$ cat src/rtl/cbf_pkg.sv
`timescale 1ns / 1ps
// ----------------------------------------------------------------------------
// cbf_pkg: shared types and constants of the CRC32C Bloom filter
// Item structs, controller/datapath command and status, CRC32C matrix.
// ----------------------------------------------------------------------------
package cbf_pkg;

	localparam int MAX_INDEX_BITS_DEF = 16;
	localparam int CFG_BITS           = 5;
	localparam int COUNT_BITS         = 17;
	localparam int PROBE_BITS         = 3;
	localparam int NUM_HASHES         = 7;

	localparam logic [CFG_BITS-1:0] INDEX_BITS_RST = CFG_BITS'(16);

	localparam logic [31:0] CRC_POLY = 32'h82F6_3B78;

	// low words of the four 64-bit seed primes
	localparam logic [31:0] SEED_1 = 32'h85EB_CA87;
	localparam logic [31:0] SEED_2 = 32'h27D4_EB4F;
	localparam logic [31:0] SEED_3 = 32'h9E37_79F9;
	localparam logic [31:0] SEED_4 = 32'hC2B2_AE63;

	localparam logic KIND_ADD   = 1'b0;
	localparam logic KIND_QUERY = 1'b1;

	// hash select codes
	localparam logic [2:0] HSEL_1 = 3'd0;
	localparam logic [2:0] HSEL_2 = 3'd1;
	localparam logic [2:0] HSEL_3 = 3'd2;
	localparam logic [2:0] HSEL_4 = 3'd3;
	localparam logic [2:0] HSEL_5 = 3'd4;
	localparam logic [2:0] HSEL_6 = 3'd5;
	localparam logic [2:0] HSEL_7 = 3'd6;

	typedef struct packed {
		logic        kind;
		logic [63:0] key_low;
		logic [63:0] key_high;
	} in_item_t;

	typedef struct packed {
		logic                  present;
		logic [PROBE_BITS-1:0] probes;
		logic [COUNT_BITS-1:0] set_count;
	} out_item_t;

	typedef struct packed {
		logic       load;      // latch key and mask
		logic       issue;     // start one hash probe
		logic [2:0] sel;       // which hash
		logic       clear_en;  // clear one store bit
		logic       out_load;  // capture result
	} ctl_cmd_t;

	typedef struct packed {
		logic clear_last;
		logic probe_valid;
		logic probe_last;
		logic probe_clear;
		logic kind;
	} dp_status_t;

	typedef logic [31:0][31:0] crc_cols_t;

	// CRC of a single set bit, evaluated at elaboration only
	function automatic crc_cols_t crc_cols_f();
		crc_cols_t   cols;
		logic [31:0] c;
		for (int j = 0; j < 32; j++) begin
			c = 32'h1 << j;
			for (int k = 0; k < 32; k++) begin
				c = c[0] ? ((c >> 1) ^ CRC_POLY) : (c >> 1);
			end
			cols[j] = c;
		end
		return cols;
	endfunction

	localparam crc_cols_t CRC_COLS = crc_cols_f();

	// raw 32-bit CRC32C step as a linear map: XOR of the columns of set bits
	function automatic logic [31:0] crc32c_f(input logic [31:0] seed, input logic [31:0] word);
		logic [31:0] x;
		logic [31:0] acc;
		x   = seed ^ word;
		acc = '0;
		for (int j = 0; j < 32; j++) begin
			acc = acc ^ ({32{x[j]}} & CRC_COLS[j]);
		end
		return acc;
	endfunction

endpackage

$ cat src/rtl/cbf_ctrl.sv
`timescale 1ns / 1ps
// ----------------------------------------------------------------------------
// cbf_ctrl: Bloom filter sequencer
// Runs the clearing pass, issues up to seven probes per key and hands off results.
// ----------------------------------------------------------------------------
module cbf_ctrl (
	input  logic                clk,
	input  logic                arst_n,
	input  logic                in_valid,
	output logic                in_stall,
	output logic                out_valid,
	input  logic                out_stall,
	input  cbf_pkg::dp_status_t status,
	output cbf_pkg::ctl_cmd_t   cmd
);
	import cbf_pkg::*;

	localparam logic [1:0] ST_CLEAR = 2'd0;
	localparam logic [1:0] ST_IDLE  = 2'd1;
	localparam logic [1:0] ST_RUN   = 2'd2;
	localparam logic [1:0] ST_DONE  = 2'd3;

	logic [1:0] state_q;
	logic [1:0] state_d;
	logic [2:0] cnt_q;
	logic       out_valid_q;
	logic       accept;
	logic       issue;
	logic       finish;
	logic       out_load;

	assign accept   = in_valid && (state_q == ST_IDLE);
	assign issue    = (state_q == ST_RUN) && (cnt_q != 3'(NUM_HASHES));
	assign out_load = (state_q == ST_DONE) && (!out_valid_q || !out_stall);
	assign finish   = status.probe_valid &&
		(status.probe_last || (status.kind == KIND_QUERY && status.probe_clear));

	always_comb begin
		state_d = state_q;
		case (state_q)
			ST_CLEAR: if (status.clear_last) state_d = ST_IDLE;
			ST_IDLE:  if (accept) state_d = ST_RUN;
			ST_RUN:   if (finish) state_d = ST_DONE;
			ST_DONE:  if (out_load) state_d = ST_IDLE;
			default:  state_d = ST_CLEAR;
		endcase
	end

	always_ff @(posedge clk or negedge arst_n) begin
		if (!arst_n) begin
			state_q     <= ST_CLEAR;
			cnt_q       <= '0;
			out_valid_q <= 1'b0;
		end else begin
			state_q <= state_d;
			if (accept) begin
				cnt_q <= '0;
			end else if (issue) begin
				cnt_q <= cnt_q + 3'd1;
			end
			if (out_load) begin
				out_valid_q <= 1'b1;
			end else if (!out_stall) begin
				out_valid_q <= 1'b0;
			end
		end
	end

	always_comb begin
		cmd          = '0;
		cmd.load     = accept;
		cmd.issue    = issue;
		cmd.sel      = cnt_q;
		cmd.clear_en = (state_q == ST_CLEAR);
		cmd.out_load = out_load;
	end

	assign in_stall  = (state_q != ST_IDLE);
	assign out_valid = out_valid_q;

endmodule

$ cat config.mk
export PLATFORM = sky130hd
export DESIGN_NAME = cbf_ctrl
export DESIGN_NICKNAME = d
export VERILOG_FILES = /design/src/rtl/cbf_pkg.sv /design/src/rtl/cbf_ctrl.sv
export SDC_FILE = /design/constraint.sdc
export NUM_CORES = 1
export LEC_CHECK = 0
export BUFFER_PORTS_ARGS = -buffer_cell sky130_fd_sc_hd__buf_2
export CORE_MARGIN = 2
export CORE_UTILIZATION = 30
export CTS_CLUSTER_DIAMETER = 80
export CTS_CLUSTER_SIZE = 10
export DETAILED_ROUTE_END_ITERATION = 10
export HOLD_SLACK_MARGIN = 0.08
export SYNTH_ARGS = -nofsm -noshare
export SYNTH_HDL_FRONTEND = slang
export SYNTH_SLANG_ARGS = --single-unit
$ cat constraint.sdc
create_clock -name clk -period 3.4 [get_ports clk]
set_input_delay 0 -clock clk [delete_from_list [all_inputs] [get_ports clk]]
set_output_delay 0 -clock clk [all_outputs]
set_load 0.005 [all_outputs]
==> flow_summary_export.csv <==
group,metric,value,unit
drt,wl_per_cell,9.671,µm
final_layout,diodes,0,
clock_tree,worstSkewPairLatency,0.24,ns
drt,num_vias,318,
floorplan,die-width,40.42,µm
final_layout,fin_cells,73,
critical_path,critPathCaptureType,"primary output",
final_layout,drive_gt1_frac,0.3966,
timing,finalSetupViolations,0,
pwr,pwr-share-clk,0.155,
timing,post-route-period-util,0.4270,
synthesis,ys_seq_elements,6,
drt,antenna_left,0,
drt,dr_wl_met2,385,µm
timing,max_freq,688.9,MHz
floorplan,die_area,0.001634,mm²
global_route,grt_remaining_overflow,0,
synthesis,ys_warn_count,0,
timing,rsz0062_at_grt,"no",
global_route,grt_max_degree,7,
clock_tree,numClockSinks,6,
synthesis,synth_nets,54,
hold_path,hp-class,"in -> async",
timing,fin_crit,1.452,ns
floorplan,chipHeight,40.42,µm
synthesis,synthCells,39,
global_route,antenna_found_initial,0,
pwr,ir_drop,270.4,µV
timing,finalHoldViolCount,0,
pwr,power_frac_comb,0.527,
critical_path,crit_arrival,1.45,ns
pwr,leakagePower,0.2999,nW
floorplan,io_pins,18,
pwr,switching_power,0.1593,mW
final_layout,area_growth_syn_to_layout,31.13,%
pwr,switching_share,0.3719,
drt,drcViolationCount,0,
clock_tree,cts_max_path_buffers,2,
critical_path,required,3.40,ns
timing,drv_slew,0,
synthesis,ys_seq_area_frac,0.3774,
pwr,internal-power,0.2690,mW
global_route,grt_pass1_vias,296,
placed_design,io_buffers,17,
critical_path,critPathLaunchType,"flip-flop",
drt,wl_met3,21,µm
final_layout,fin_nets,75,
critical_path,crit_start,"cnt_q[0]",
clock_tree,cts_tree,"built",
clock_tree,cts_root_buffer,"clkbuf_4",
status,status,"complete, no violations",
floorplan,core_area,0.001269,mm²
timing,finalSetupTns,0,ns
placed_design,placed_cells,68,
global_route,grt_pass1_wl,1.083,mm
floorplan,initial_utilization,0.3136,
clock_tree,clkSlewWorstSetupHoldPaths,0.05,ns
global_route,grtUsageTotal,0.1072,
critical_path,crit_fanout,4,
critical_path,r2r_start,"state_q[0]",
pwr,seqPwrFrac,0.318,
drt,vias_per_cell,4.356,
clock_tree,ctsResizeCount,0,
drt,drt_wl_total,706,µm
floorplan,fp-row-count,13,
drt,drtIter0Drc,10,
placed_design,gp_congestion,0.7405,
clock_tree,cts_max_level,1,
placed_design,dp_hpwl,577.4,µm
drt,routed.top_layer,"met3",
critical_path,critical_path_class,"reg -> out",
timing,finClkSkew,0.001852,ns
timing,max_slew_margin,0.8504,
synthesis,syn_area_per_cell,10.20,µm²
critical_path,reg2regPathDepth,5,
job,maxCapViolCount,0,
drt,first_pass_iters,2,
drt,drt-met1-wl,299,µm
timing,tightestPinTransition,0.2243,ns
final_layout,n_fill_cell,135,
clock_tree,cts_made_buffers,3,
synthesis,ys_types,18,
synthesis,synth_area,397.9,µm²
pwr,power.density,820.8,mW/mm²
[registers in the layout, indices dropped and copies added (netlist names)]
signal     count
cnt_q          3
state_q        2
out_valid      1
[worst max-delay path: stages (launching register included)]
cell	delay, ns
dfrtp_1	0.39
ha_1	0.21
ha_1	0.17
nand2b_1	0.17
inv_1	0.13
buf_2	0.13
[logic make-up (layout without fill, tap and decap cells)]
kind of cell,after synthesis,count (layout),share of synthesized area
compound gates,7,7,0.1352
buf+inv,8,27,0.1038
simple gates,9,9,0.1101
mux,2,2,0.06288
xor+xnor,1,1,0.02202
fa+ha+maj,6,6,0.1887
flops,6,6,0.3773
[repair_timing]
action,4_1_cts,5_1_grt
hold endpoints to repair,7,0
hold buffers,2,0
buffers inserted,0,0
[cells in the final DEF (no fill, tap or decap)]
cell and instances:
dlygate4sd3_1 2, o2111ai_2 1, nand3_1 1, nor2_1 1, and2_1 1, a21boi_0 1
dfrtp_1 6, xnor2_1 1, clkbuf_4 3, inv_1 5, nand2b_1 1, mux2_4 1
mux2i_1 1, nand2_1 4, a21oi_1 3, a21o_1 1, buf_2 17, or2b_1 1
ha_1 6, o21ai_2 1
[cell usage after synthesis, drive strengths merged]
library cell | number | share of area
and2 | 1 | 0.016
a21o | 1 | 0.019
nor2 | 1 | 0.0094
dfrtp | 6 | 0.38
buf | 3 | 0.057
a21boi | 1 | 0.019
mux2 | 1 | 0.038
or2b | 1 | 0.019
nand2b | 1 | 0.016
nand2 | 4 | 0.038
o21ai | 1 | 0.022
inv | 5 | 0.047
a21oi | 3 | 0.038
o2111ai | 1 | 0.038
nand3 | 1 | 0.013
xnor2 | 1 | 0.022
ha | 6 | 0.19
mux2i | 1 | 0.025
[power by group through the flow]
stage	logic, mW	clock network, mW	registers (mW)
CTS	0.231	0.0678	0.136
global route	0.261	0.0723	0.143
global placement	0.227	0	0.136
finish	0.226	0.0663	0.136
detailed placement	0.228	0	0.138
floorplan	0.170	0	0.137
[per-stage QoR]
step           area (µm²)  hold WS, ns  utilization  power (mW)  setup slack, ns
6_report            521.8       0.1006       0.4112      0.4282            1.948
5_1_grt             521.8       0.1300       0.4112      0.4758            1.865
3_3_place_gp        479.2      -0.1704       0.3777      0.3627            1.969
4_1_cts             521.8       0.1094       0.4112      0.4350            1.934
2_1_floorplan       397.9      -0.2956            -      0.3064            1.991
3_5_place_dp        479.2      -0.1706       0.3777      0.3658            1.954
[metal layers]
layer,up-vias,global-route usage
li1,164,-
met1,147,0.1030
met2,7,0.1786
met3,0,0.01667
met4,0,0.1250
met5,-,0
[cell type report]
cell class / count / area, µm² / area share
clock buffers: 3 / 22.52 / 0.04317
inverters: 5 / 18.77 / 0.03597
multi-input cells: 25 / 206.4 / 0.3957
flip-flops and latches: 6 / 150.1 / 0.2878
well taps: 15 / 18.77 / 0.03597
repair buffers: 19 / 105.1 / 0.2014
[final timing paths]
check                                   to  slack, ns
worst max-delay path                cmd[5]       1.95
worst min-delay path             out_valid       0.10
worst max register to register  state_q[1]       1.95
worst min register to register   out_valid       0.53
max in group asynchronous         cnt_q[2]       3.16
min in group clk                  cnt_q[1]       0.13
(Power assumes the default switching activity.)
